## config.mk

```make
export PLATFORM = sky130hd
export DESIGN_NAME = sliding_window_frame_rate_flat
export DESIGN_NICKNAME = d
export VERILOG_FILES = /design/src/hdl/swfr_pkg.sv /design/src/hdl/swfr_if.sv /design/src/hdl/swfr_ring.sv /design/src/hdl/swfr_div.sv /design/src/hdl/sliding_window_frame_rate.sv /design/src/flat_wrapper.sv
export SDC_FILE = /design/constraint.sdc
export NUM_CORES = 2
export LEC_CHECK = 0
export BUFFER_PORTS_ARGS = -buffer_cell sky130_fd_sc_hd__buf_4
export CAP_MARGIN = 20
export CORE_MARGIN = 4
export CORE_UTILIZATION = 57
export CTS_BUF_LIST = sky130_fd_sc_hd__clkbuf_4
export DETAILED_ROUTE_END_ITERATION = 6
export MAX_ROUTING_LAYER = met4
export PLACE_DENSITY = 0.77
export SLEW_MARGIN = 0
export SYNTH_ARGS = -nofsm -noshare
export SYNTH_HDL_FRONTEND = slang
export SYNTH_SLANG_ARGS = --single-unit
```

## constraint.sdc

```tcl
create_clock -name i_clk -period 11.1 [get_ports i_clk]
set_input_delay 2.22 -clock i_clk [delete_from_list [all_inputs] [get_ports i_clk]]
set_output_delay 2.22 -clock i_clk [all_outputs]
set_load 0.005 [all_outputs]
```

## src/hdl/swfr_pkg.sv

```systemverilog
// Package: shared types and constants of the sliding-window frame-rate meter.
package swfr_pkg;

    // Payload widths fixed by the channel definitions
    localparam int TIME_W = 63;
    localparam int RATE_W = 33;
    localparam int FILL_OUT_W = 5;

    // One second in microseconds, scaled by 2^8 for the Q8 result
    localparam int US_Q8_W = 28;
    localparam logic [US_Q8_W-1:0] US_Q8 = 28'd256000000;

    // Largest rate that fits the result field
    localparam logic [RATE_W-1:0] RATE_MAX = {RATE_W{1'b1}};

    // Sequencer states
    typedef enum logic [1:0] {
        S_IDLE,
        S_LOAD,
        S_DIV,
        S_DONE
    } t_state;

    // Divider control and status
    typedef struct packed {
        logic start;
    } t_div_ctl;

    typedef struct packed {
        logic busy;
        logic done;
    } t_div_stat;

endpackage

```

## src/hdl/swfr_if.sv

```systemverilog
// Interfaces: timestamp request channel and rate result channel.
interface swfr_in_if;
    logic                           valid;
    logic                           ready;
    logic [swfr_pkg::TIME_W-1:0]    frame_time_us;

    modport source (output valid, output frame_time_us, input ready);
    modport sink (input valid, input frame_time_us, output ready);
endinterface

interface swfr_out_if;
    logic                               valid;
    logic                               ready;
    logic [swfr_pkg::RATE_W-1:0]        frame_rate_q8;
    logic [swfr_pkg::FILL_OUT_W-1:0]    window_filled;

    modport source (output valid, output frame_rate_q8, output window_filled, input ready);
    modport sink (input valid, input frame_rate_q8, input window_filled, output ready);
endinterface

```

## src/hdl/swfr_ring.sv

```systemverilog
// Timestamp ring: one write port, one registered read port.
module swfr_ring #(
    parameter int DEPTH = 20,
    localparam int ADDR_W = $clog2(DEPTH)
) (
    input  logic                            i_clk,
    input  logic                            i_we,
    input  logic [ADDR_W-1:0]               i_wr_addr,
    input  logic [swfr_pkg::TIME_W-1:0]     i_wr_data,
    input  logic [ADDR_W-1:0]               i_rd_addr,
    output logic [swfr_pkg::TIME_W-1:0]     o_rd_data
);

    logic [swfr_pkg::TIME_W-1:0] r_mem [DEPTH];
    logic [swfr_pkg::TIME_W-1:0] r_rd_data;

    // Store the new timestamp
    always_ff @(posedge i_clk) begin
        if (i_we) begin
            r_mem[i_wr_addr] <= i_wr_data;
        end
    end

    // Read the oldest timestamp, registered
    always_ff @(posedge i_clk) begin
        r_rd_data <= r_mem[i_rd_addr];
    end

    assign o_rd_data = r_rd_data;

endmodule

```

## src/hdl/swfr_div.sv

```systemverilog
// Restoring divider: one quotient bit per cycle.
module swfr_div #(
    parameter int NUM_W = 33
) (
    input  logic                            i_clk,
    input  logic                            i_rst_n,
    input  swfr_pkg::t_div_ctl              i_ctl,
    input  logic [NUM_W-1:0]                i_dividend,
    input  logic [swfr_pkg::TIME_W-1:0]     i_divisor,
    output swfr_pkg::t_div_stat             o_stat,
    output logic [NUM_W-1:0]                o_quotient
);

    localparam int CNT_W = $clog2(NUM_W + 1);
    localparam int CMP_W = (NUM_W + 1 > swfr_pkg::TIME_W) ? NUM_W + 1 : swfr_pkg::TIME_W;

    logic [NUM_W-1:0]               r_quo;
    logic [NUM_W-1:0]               r_rem;
    logic [swfr_pkg::TIME_W-1:0]    r_dvs;
    logic [CNT_W-1:0]               r_cnt;
    logic                           r_busy;
    logic                           r_done;

    logic [CMP_W-1:0]               trial;
    logic [CMP_W-1:0]               dvs_ext;
    logic [CMP_W-1:0]               diff;
    logic                           fits;

    // Shift in the next dividend bit and try the subtraction
    always_comb begin
        trial   = CMP_W'({r_rem, r_quo[NUM_W-1]});
        dvs_ext = CMP_W'(r_dvs);
        diff    = trial - dvs_ext;
        fits    = (trial >= dvs_ext);
    end

    // Control: start, count down, flag completion
    always_ff @(posedge i_clk) begin
        if (!i_rst_n) begin
            r_busy <= 1'b0;
            r_done <= 1'b0;
            r_cnt  <= '0;
        end else begin
            r_done <= r_busy && (r_cnt == CNT_W'(1));
            if (i_ctl.start && !r_busy) begin
                r_busy <= 1'b1;
                r_cnt  <= CNT_W'(NUM_W);
            end else if (r_busy) begin
                r_cnt <= r_cnt - CNT_W'(1);
                if (r_cnt == CNT_W'(1)) begin
                    r_busy <= 1'b0;
                end
            end
        end
    end

    // Datapath: load operands, then one step per cycle
    always_ff @(posedge i_clk) begin
        if (i_ctl.start && !r_busy) begin
            r_quo <= i_dividend;
            r_rem <= '0;
            r_dvs <= i_divisor;
        end else if (r_busy) begin
            r_rem <= fits ? NUM_W'(diff) : NUM_W'(trial);
            r_quo <= {r_quo[NUM_W-2:0], fits};
        end
    end

    assign o_stat.busy = r_busy;
    assign o_stat.done = r_done;
    assign o_quotient  = r_quo;

endmodule

```

## src/hdl/sliding_window_frame_rate.sv

```systemverilog
// Top level: sliding-window frame-rate meter with ring, sequencer and divider.
//
// Usage: each request on i_frame carries one frame timestamp in microseconds.
// The block stores it in a ring of the last WINDOW timestamps and answers
// with one result on o_rate: frame_rate_q8 is frames per second in unsigned
// Q8, truncated, measured from the oldest stored stamp to the newest, and
// window_filled is the number of stamps in use (saturating at WINDOW).
// The rate is 0 until the second frame and whenever time stood still or went
// back; it saturates at the top of its 33-bit field.
// The rate is computed by one shared restoring divider that yields
// one quotient bit per cycle, 28 + clog2(WINDOW+1) bits (33 for WINDOW = 20).
// An item is stored and its oldest stamp read, then divided, then delivered;
// the first frame skips the divider. i_frame.ready is high only while the
// sequencer is idle, so one item is in work at a time.
// A finished result waits in the output register; the next request is taken
// meanwhile, and its result waits inside until the receiver takes the first.
// Reset (synchronous, active low) empties the window, sets the write slot
// and the last rate to zero, and drops any pending result; ring contents are
// not cleared, since a slot is only read after it was written.
module sliding_window_frame_rate #(
    parameter int WINDOW = 20
) (
    input  logic            i_clk,
    input  logic            i_rst_n,
    swfr_in_if.sink         i_frame,
    swfr_out_if.source      o_rate
);

    localparam int SLOT_W = $clog2(WINDOW);
    localparam int FILL_W = $clog2(WINDOW + 1);
    localparam int NUM_W  = swfr_pkg::US_Q8_W + FILL_W;
    localparam int SAT_W  = (NUM_W > swfr_pkg::RATE_W) ? NUM_W : swfr_pkg::RATE_W;

    swfr_pkg::t_state                   r_state;
    swfr_pkg::t_state                   n_state;
    logic [SLOT_W-1:0]                  r_wslot;
    logic [FILL_W-1:0]                  r_fill;
    logic [swfr_pkg::TIME_W-1:0]        r_now;
    logic [swfr_pkg::RATE_W-1:0]        r_last;
    logic                               r_out_valid;
    logic [swfr_pkg::RATE_W-1:0]        r_out_rate;
    logic [swfr_pkg::FILL_OUT_W-1:0]    r_out_fill;

    logic                               accept;
    logic [SLOT_W-1:0]                  slot_next;
    logic [FILL_W-1:0]                  fill_inc;
    logic [SLOT_W-1:0]                  oldest_addr;
    logic [swfr_pkg::TIME_W-1:0]        oldest;
    logic                               span_pos;
    logic [swfr_pkg::TIME_W-1:0]        span;
    logic [NUM_W-1:0]                   numer;
    logic [NUM_W-1:0]                   quot;
    logic [SAT_W-1:0]                   quot_ext;
    logic [swfr_pkg::RATE_W-1:0]        quot_sat;
    swfr_pkg::t_div_ctl                 div_ctl;
    swfr_pkg::t_div_stat                div_stat;
    logic                               load_out;
    logic                               clr_last;
    logic                               set_last;

    // Advance the write slot and fill count on each accepted request, and find the oldest slot
    always_comb begin
        accept      = i_frame.valid && i_frame.ready;
        slot_next   = (r_wslot == SLOT_W'(WINDOW - 1)) ? '0 : r_wslot + SLOT_W'(1);
        fill_inc    = (r_fill == FILL_W'(WINDOW)) ? r_fill : r_fill + FILL_W'(1);
        oldest_addr = (fill_inc < FILL_W'(WINDOW)) ? '0 : slot_next;
    end

    swfr_ring #(
        .DEPTH      (WINDOW)
    ) u_ring (
        .i_clk      (i_clk),
        .i_we       (accept),
        .i_wr_addr  (r_wslot),
        .i_wr_data  (i_frame.frame_time_us),
        .i_rd_addr  (oldest_addr),
        .o_rd_data  (oldest)
    );

    // Span and scaled numerator for the divider
    always_comb begin
        span_pos = (r_now > oldest);
        span     = r_now - oldest;
        numer    = NUM_W'(swfr_pkg::US_Q8) * NUM_W'(r_fill - FILL_W'(1));
    end

    swfr_div #(
        .NUM_W      (NUM_W)
    ) u_div (
        .i_clk      (i_clk),
        .i_rst_n    (i_rst_n),
        .i_ctl      (div_ctl),
        .i_dividend (numer),
        .i_divisor  (span),
        .o_stat     (div_stat),
        .o_quotient (quot)
    );

    // Saturate the quotient to the result field
    always_comb begin
        quot_ext = SAT_W'(quot);
        quot_sat = (quot_ext > SAT_W'(swfr_pkg::RATE_MAX)) ?
                   swfr_pkg::RATE_MAX : swfr_pkg::RATE_W'(quot_ext);
    end

    // Hold the state register
    always_ff @(posedge i_clk) begin
        if (!i_rst_n) begin
            r_state <= swfr_pkg::S_IDLE;
        end else begin
            r_state <= n_state;
        end
    end

    // Sequence one request: store, read oldest, divide, deliver
    always_comb begin
        n_state       = r_state;
        div_ctl.start = 1'b0;
        load_out      = 1'b0;
        clr_last      = 1'b0;
        set_last      = 1'b0;
        case (r_state)
            swfr_pkg::S_IDLE: begin
                if (accept) begin
                    n_state = (fill_inc > FILL_W'(1)) ? swfr_pkg::S_LOAD : swfr_pkg::S_DONE;
                end
            end
            swfr_pkg::S_LOAD: begin
                if (span_pos) begin
                    div_ctl.start = 1'b1;
                    n_state       = swfr_pkg::S_DIV;
                end else begin
                    clr_last = 1'b1;
                    n_state  = swfr_pkg::S_DONE;
                end
            end
            swfr_pkg::S_DIV: begin
                if (div_stat.done) begin
                    set_last = 1'b1;
                    n_state  = swfr_pkg::S_DONE;
                end
            end
            swfr_pkg::S_DONE: begin
                if (!r_out_valid || o_rate.ready) begin
                    load_out = 1'b1;
                    n_state  = swfr_pkg::S_IDLE;
                end
            end
            default: begin
                n_state = swfr_pkg::S_IDLE;
            end
        endcase
    end

    // Window bookkeeping and last rate
    always_ff @(posedge i_clk) begin
        if (!i_rst_n) begin
            r_wslot <= '0;
            r_fill  <= '0;
            r_last  <= '0;
        end else begin
            if (accept) begin
                r_wslot <= slot_next;
                r_fill  <= fill_inc;
            end
            if (clr_last) begin
                r_last <= '0;
            end else if (set_last) begin
                r_last <= quot_sat;
            end
        end
    end

    // Latch the new timestamp
    always_ff @(posedge i_clk) begin
        if (accept) begin
            r_now <= i_frame.frame_time_us;
        end
    end

    // Output register: load a finished result, drop it once taken
    always_ff @(posedge i_clk) begin
        if (!i_rst_n) begin
            r_out_valid <= 1'b0;
        end else if (load_out) begin
            r_out_valid <= 1'b1;
        end else if (o_rate.ready) begin
            r_out_valid <= 1'b0;
        end
    end

    always_ff @(posedge i_clk) begin
        if (load_out) begin
            r_out_rate <= r_last;
            r_out_fill <= swfr_pkg::FILL_OUT_W'(r_fill);
        end
    end

    assign i_frame.ready        = (r_state == swfr_pkg::S_IDLE);
    assign o_rate.valid         = r_out_valid;
    assign o_rate.frame_rate_q8 = r_out_rate;
    assign o_rate.window_filled = r_out_fill;

endmodule
```

## src/flat_wrapper.sv

```systemverilog
// flat-port wrapper written by rule: the top's interface ports become plain ports
module sliding_window_frame_rate_flat 
#(
    parameter int WINDOW = 20
)
  (i_clk, i_rst_n, i_frame_valid, i_frame_frame_time_us, i_frame_ready, o_rate_valid, o_rate_frame_rate_q8, o_rate_window_filled, o_rate_ready);
  swfr_in_if i_frame_i ();
  swfr_out_if o_rate_i ();
  input  logic i_clk;
  input  logic i_rst_n;
  input wire logic [$bits(i_frame_i.valid)-1:0] i_frame_valid;
  input wire logic [$bits(i_frame_i.frame_time_us)-1:0] i_frame_frame_time_us;
  output wire logic [$bits(i_frame_i.ready)-1:0] i_frame_ready;
  output wire logic [$bits(o_rate_i.valid)-1:0] o_rate_valid;
  output wire logic [$bits(o_rate_i.frame_rate_q8)-1:0] o_rate_frame_rate_q8;
  output wire logic [$bits(o_rate_i.window_filled)-1:0] o_rate_window_filled;
  input wire logic [$bits(o_rate_i.ready)-1:0] o_rate_ready;
  assign i_frame_i.valid = i_frame_valid;
  assign i_frame_i.frame_time_us = i_frame_frame_time_us;
  assign i_frame_ready = i_frame_i.ready;
  assign o_rate_valid = o_rate_i.valid;
  assign o_rate_frame_rate_q8 = o_rate_i.frame_rate_q8;
  assign o_rate_window_filled = o_rate_i.window_filled;
  assign o_rate_i.ready = o_rate_ready;
  sliding_window_frame_rate #(.WINDOW(WINDOW)) u_core (.i_clk(i_clk), .i_rst_n(i_rst_n), .i_frame(i_frame_i), .o_rate(o_rate_i));
endmodule
```

Yosys cells after proc, flatten, opt, wreduce, memory -nomap -nowiden
Memories as Yosys holds them, arrays and structs flattened. A register that Yosys moved wholly into a read port is not among the register bits.
Cells that the tools add are included.
{ "totals": {"regBits": 284, "mem_bits_rw": 1260, "out_inout_bits": 40, "mem_count": 1} }
{ "op_classes": {"add_sub_neg": 6, "n_mul": 1, "magnitude_cmp": 5, "n_eq_ne": 9, "n_mux": 30, "bitwise_logic": 1, "reduce_logical": 12} }
{ "mem_list": {"columns": ["memory", "words", "width", "read_ports", "rd_ports_with_merged_regs", "write_ports", "line", "text"], "rows": [
  ["u_core.u_ring.r_mem", 20, 63, 1, 1, 1, "swfr_ring.sv:14", "logic [swfr_pkg::TIME_W-1:0] r_mem [DEPTH];"]
]} }
{ "ops": {"columns": ["op", "count"], "rows": [
  ["$mux 33", 4],
  ["$ge 34x63->1", 1],
  ["$gt 63x63->1", 1],
  ["$sub 63x63->63", 1],
  ["$gt 33x33->1 const B", 1],
  ["$mul 14x33->19 const A", 1],
  ["$sub 33x33->33", 1],
  ["$mux 1", 16],
  ["$mux 5", 3],
  ["$mux 6", 2],
  ["$add 5x1->5 const B", 2],
  ["$eq 5x5->1 const B", 2],
  ["$mux 2", 4],
  ["$pmux 2 s4", 1],
  ["$eq 6x1->1 const B", 1],
  ["$sub 5x1->6 const B", 1],
  ["$sub 6x1->6 const B", 1],
  ["$gt 5x1->1 const B", 1],
  ["$lt 5x5->1 const B", 1],
  ["$eq 2x2->1 const B", 2],
  ["$ne 2x2->1 const B", 2],
  ["$reduce_bool 2->1", 2],
  ["$reduce_or 2->1", 2],
  ["$logic_and 1x1->1", 3],
  ["other kinds (7)", 8]
]} }

Longest topological paths before layout
{ "depth": {"ltp_word": 6, "mapped_depth": 24, "ltp_nobuf": 24} }

Hierarchy
From an unflattened synthesis, not the netlist that was laid out.
{ "hier_totals": {"hier_cells": 4431, "area_unflattened_um2": 67324.6} }
{ "modules_own_cells": {"columns": ["module", "instances", "cells_per_inst", "area_each_um2", "seq_area_each_um2"], "rows": [
  ["swfr_ring", 1, 2639, 49646.4, 39097.5],
  ["sliding_window_frame_rate", 1, 1156, 10660.2, 3953.8],
  ["swfr_div", 1, 636, 7018.0, 3703.6]
]} }

Least setup slack after synthesis
OpenSTA, ideal clock, no wires.
{ "synth_timing": {"path_kind": "input-to-reg", "from": "input port i_frame_valid", "to": "memory u_core.u_ring.r_mem[6][0] (netlist bit) (enable)", "arrival_time_ps": 7554, "path_slack_ps": 3062, "cell_stages": 4, "cell_sequence": "and2_0 -> buf_1 -> nand2_1 -> nor2_1"} }
{ "synth_via": {"elab_chain_len": 3} }
{ "synth_rtl": {"columns": ["item", "line", "text"], "rows": [
  ["start: declaration", "flat_wrapper.sv:11", "input wire logic [$bits(i_frame_i.valid)-1:0] i_frame_valid;"],
  ["$logic_and 1x1->1", "sliding_window_frame_rate.sv:63", "accept = i_frame.valid && i_frame.ready;"],
  ["net u_core.accept", "sliding_window_frame_rate.sv:44", "logic accept;"],
  ["$mux 1", "swfr_ring.sv:19", "if (i_we) begin"],
  ["$mux 1 (implied by the code)", "swfr_ring.sv:20", "r_mem[i_wr_addr] <= i_wr_data;"],
  ["end: declaration", "swfr_ring.sv:14", null]
]} }
The timed path passes the listed nets, and every way through them passes these cells.

Final worst setup path
{ "layout_timing": {"from": "register u_core.r_fill[2]", "to": "register u_core.u_div.r_quo[32], in the netlist u_core.u_div.o_quotient[32] (data pin)"} }
{ "layout_via": {"elab_chain_len": 3} }
{ "layout_rtl": {"columns": ["item", "line", "text"], "rows": [
  ["start: declaration", "sliding_window_frame_rate.sv:37", "logic [FILL_W-1:0] r_fill;"],
  ["start signal: assignment", "sliding_window_frame_rate.sv:164", "r_fill <= fill_inc;"],
  ["$sub 5x1->6", "sliding_window_frame_rate.sv:84", "numer = NUM_W'(swfr_pkg::US_Q8) * NUM_W'(r_fill - FILL_W'(1));"],
  ["$mul 14x33->19", "sliding_window_frame_rate.sv:84", null],
  ["$mux 33", "swfr_div.sv:59", "if (i_ctl.start && !r_busy) begin"],
  ["end signal: assignment", "swfr_div.sv:60", "r_quo <= i_dividend;"],
  ["end signal: assignment", "swfr_div.sv:65", "r_quo <= {r_quo[NUM_W-2:0], fits};"],
  ["end: declaration", "swfr_div.sv:17", "logic [NUM_W-1:0] r_quo;"]
]} }
No other way between the ends.
A chain may end at the register's enable or synchronous reset.

==> metrics.md <==
| Metric | Value |
|---|---|
| Status | complete, no violations |
| Detail Route Antenna Nets | 0 |
| PortBufs | approximately 110 |
| Overall Global Routing Usage | around 27% |
| Post-cts resize count | 0 |
| Post-synth EDFFs | approximately 1.4k |
| Final hold vios | 0 |
| Die area | about 0.13 mm^2 |
| First-pass GRT wire length | about 260000 um |
| PwrDens | around 280 mW/mm^2 |
| Final setup violation count | 0 |
| Post-synth top flop | edfxtp_1 |
| Max-slew violation count | 0 |
| Drt wl/cell | between 20 and 25 um |
| CP Max Fanout | 18 |
| DRT iter0 DRCs | ~4.9k |
| Number of buffers created by CTS | approximately 410 |
| H-tree depth | 5 |
| DRC errors left | 0 |
| RSZ-0062 raised after global routing | false |
| Unique masters post-synth | 80 |
| Worst-Margin Slew | around 1.4 ns |
| Area after DPL | ~0.071 mm^2 |
| Fin cells | 7414 |
| Number of nets in the layout | 5721 |
| Routed via count | around 46k |
| Multi-input gate area | between 0.02 and 0.025 mm^2 |
| Final min period | roughly 7.2 ns |
| GRT overflow | 0 |
| HP Start | u_core.r_last[25]$_SDFFE_PP0P_ |
| Hold-fix buffers, CTS | 0 |
| Clk sinks | 1607 |
| Share of layout cells above drive strength 1 | about 16% |
| Clock tree buffer depth | 4 |
| Syn Inst Count | approximately 5.2k |
| Largest net degree at the start of global routing | between 150 and 200 |
| Pre-Repair DR Iteration Count | 7 |
| Core Region | ~0.12 mm^2 |
| Largest cells by area after synthesis | edfxtp_1 63%, dfxtp_1 4.8%, nand2_1 3.1%, ha_1 2.8%, a211oi_1 2.2% |
| Row count | roughly 130 |
| Die Y-Extent | approximately 360 um |
| Peak VDD IR | around 1.1 mV |
| DRT Wirelength | approximately 170000 um |
| Post-synth top area share | a little over three fifths |
| Asr flop ratio synth | 0% |
| CP Class | flip-flop to flip-flop |
| Final TNS setup | 0 ns |
| Syn Area/Cell | about 13 um^2 |
| Synth Cell Area | around 0.069 mm^2 |
| Die X | about 360 um |
| GP Congestion | 0.913 |
| Pwr Total | ~21 mW |
| #FFs+latches synth | ~1.6k |
| Final Core Density | a little under two thirds |
| CP startpoint | u_core.r_fill[2]$_SDFFE_PN0P_ |
| Synthesized Nets | approximately 5.5k |
| CTS tree | done |
| Final Cell Area | between 0.07 and 0.08 mm^2 |
| Io pins | 107 |
| Post-CTS setup buffer count | 0 |
| Skew final | between 0.1 and 0.15 ns |
| Root Buffer | clkbuf_4 |
| Filler cells | 8774 |
| FMAX | approximately 140 MHz |
| DP Wirelength | about 94000 um |
| Placed Cells | between 6k and 7k |
| Final period util | 64.5% |
| Register Area | ~0.047 mm^2 |
| Slew HR | under 10% |
| Synth warnings | 0 |
| Crit path DAT | between 8 and 9 ns |
| Syn-to-layout area delta | 10.8% |
| Startpoint Class | flip-flop |
| Starting density of the core | between 50% and 60% |
| Crit end category | flip-flop |
| Post-synth top area cell | edfxtp_1 |
| Hold Crit Class | flip-flop to flip-flop |
| Max-Cap Viols | 0 |
| Clk_lat worst skew | 1.36 ns |
| Vias per cell | between 6 and 7 |
| R2r startpoint | u_core.r_fill[2]$_SDFFE_PN0P_ |
| Register area share after synthesis | slightly below 70% |
| Initial antenna violation count | 10 |
| Clock slew at reported path FFs | 0.07 ns |
| P_leak | roughly 26 nW |
| Worst EP required | 12.10 ns |
| Vias in the first global route | roughly 45k |
[path summary, 6_finish.rpt]
check | endpoint | slack (ns) | cells past startpoint
max | u_core.u_div.o_quotient[32]$_DFFE_PP_ | 3.94 | 22
min reg2reg | u_core.o_rate.frame_rate_q8[25]$_DFFE_PP_ | 0.39 | 0
min | u_core.o_rate.frame_rate_q8[25]$_DFFE_PP_ | 0.39 | 0
max reg2reg | u_core.u_div.o_quotient[32]$_DFFE_PP_ | 3.94 | 22
[synthesized netlist by cell type (12+ instances only)]
cell type / count
a211oi_1: 204
a21o_1: 53
a21oi_1: 183
a221oi_1: 45
a221oi_2: 23
a311oi_1: 65
a31oi_1: 84
and2_1: 12
and3_1: 16
buf_1: 15
buf_2: 75
buf_4: 25
buf_6: 15
clkbuf_1: 217
dfxtp_1: 164
edfxtp_1: 1443
fa_1: 23
ha_1: 156
inv_1: 196
nand2_1: 564
nand2b_1: 26
nand3_1: 139
nand4_1: 29
nor2_1: 163
nor2b_1: 149
nor3_1: 90
nor4_1: 17
o211ai_1: 138
o21a_1: 16
o21ai_0: 239
o21ai_1: 65
o21bai_1: 20
o221ai_1: 64
o311ai_1: 61
or3_1: 200
xnor2_1: 77
xor2_1: 39
[worst max-delay path: stages, from the launching register on]
cell and delay (ns):
dfxtp_1 0.57, nor3_1 0.16, nand2_1 0.60, clkinv_1 0.89
ha_1 0.64, inv_1 0.06, fa_1 0.48, inv_1 0.06
fa_1 0.56, fa_1 0.43, ha_1 0.28, inv_1 0.05
fa_1 0.50, inv_1 0.04, ha_1 0.36, nand3_1 0.10
nand2_1 0.05, a41oi_1 0.26, a221o_1 0.25, o21bai_1 0.09
a21oi_1 0.18, xnor2_1 0.13, o21ai_0 0.08
[metal layers]
| metal | vias to the layer above | GRT usage, % | part of all wire [%] |
|---|---|---|---|
| li1 | 20800 | - | - |
| met1 | 22500 | 36.0 | 40 |
| met2 | 2349 | 41.7 | 47 |
| met3 | 390 | 5.90 | 9.4 |
| met4 | 0 | 10.9 | 3.3 |
| met5 | - | - | 0 |
[logic make-up (layout without fill, tap and decap cells)]
logic type               count (synthesis)  after routing  synth area share (%)
flip-flops                            1607           1607                  67.7
multiplexers                             9              9                 0.131
AND/OR/NAND/NOR                       1431           1431                  10.0
buffers and inverters                  548           1092                  3.44
other                                    0             17                     0
AO/OA/AOI/OAI                         1350           1350                  13.7
adder cells (fa/ha/maj)                180            180                  3.52
XOR/XNOR                               116            116                  1.48
[cells in the final DEF, fill, tap and decap left out, types with 23 or more instances in the layout]
master / n
edfxtp_1: 1443
clkbuf_4: 629
nand2_1: 560
o21ai_0: 239
a211oi_1: 204
or3_1: 200
inv_1: 195
a21oi_1: 182
dfxtp_1: 163
buf_4: 158
ha_1: 156
nor2b_1: 148
nor2_1: 142
nand3_1: 139
o211ai_1: 138
nor3_1: 90
a31oi_1: 84
clkinv_1: 77
xnor2_1: 77
o21ai_1: 65
a311oi_1: 65
o221ai_1: 64
o311ai_1: 61
a21o_1: 52
a221oi_1: 45
xor2_1: 39
nand4_1: 29
nand2b_1: 26
nor2_4: 23
a221oi_2: 23
fa_1: 23
[per-stage QoR]
step	setup WS [ns]	hold WS, ns
detailed placement	3.85	0.415
floorplan	3.06	0.403
global placement	3.88	0.412
CTS	3.75	0.388
global route	3.30	0.413
finish	3.94	0.393
[power by group]
| group | switching, mW | internal (mW) | total (mW) |
|---|---|---|---|
| Clock | 2.32 | 2.66 | 4.97 |
| Combinational | 5.17 | 3.80 | 8.97 |
| Sequential | 0.156 | 7.08 | 7.24 |
| Total | 7.64 | 13.5 | 21.2 |
[final cells by class]
type,instances,area share (%)
sequential,1607,61.1
multi-input combinational,3086,26.4
clock buffer,629,6.19
tap,1612,2.64
timing repair buffer,174,2.04
inverter,198,0.974
clock inverter,91,0.602
antenna,17,0.0558
[flip-flops by register name (all words and copies together), names as in the netlist, 2 cells and up]
name / cells
u_core.u_div.r_cnt: 6
u_core.u_ring.r_mem: 1260
u_core.r_now: 63
u_core.r_state: 2
u_core.o_rate.window_filled: 5
u_core.r_fill: 5
u_core.o_rate.frame_rate_q8: 33
u_core.u_div.r_rem: 33
u_core.r_last: 33
u_core.u_ring.o_rd_data: 63
u_core.u_div.o_quotient: 33
u_core.u_div.dvs_ext: 63
u_core.r_wslot: 5
Power figures use the tool's default switching activity.
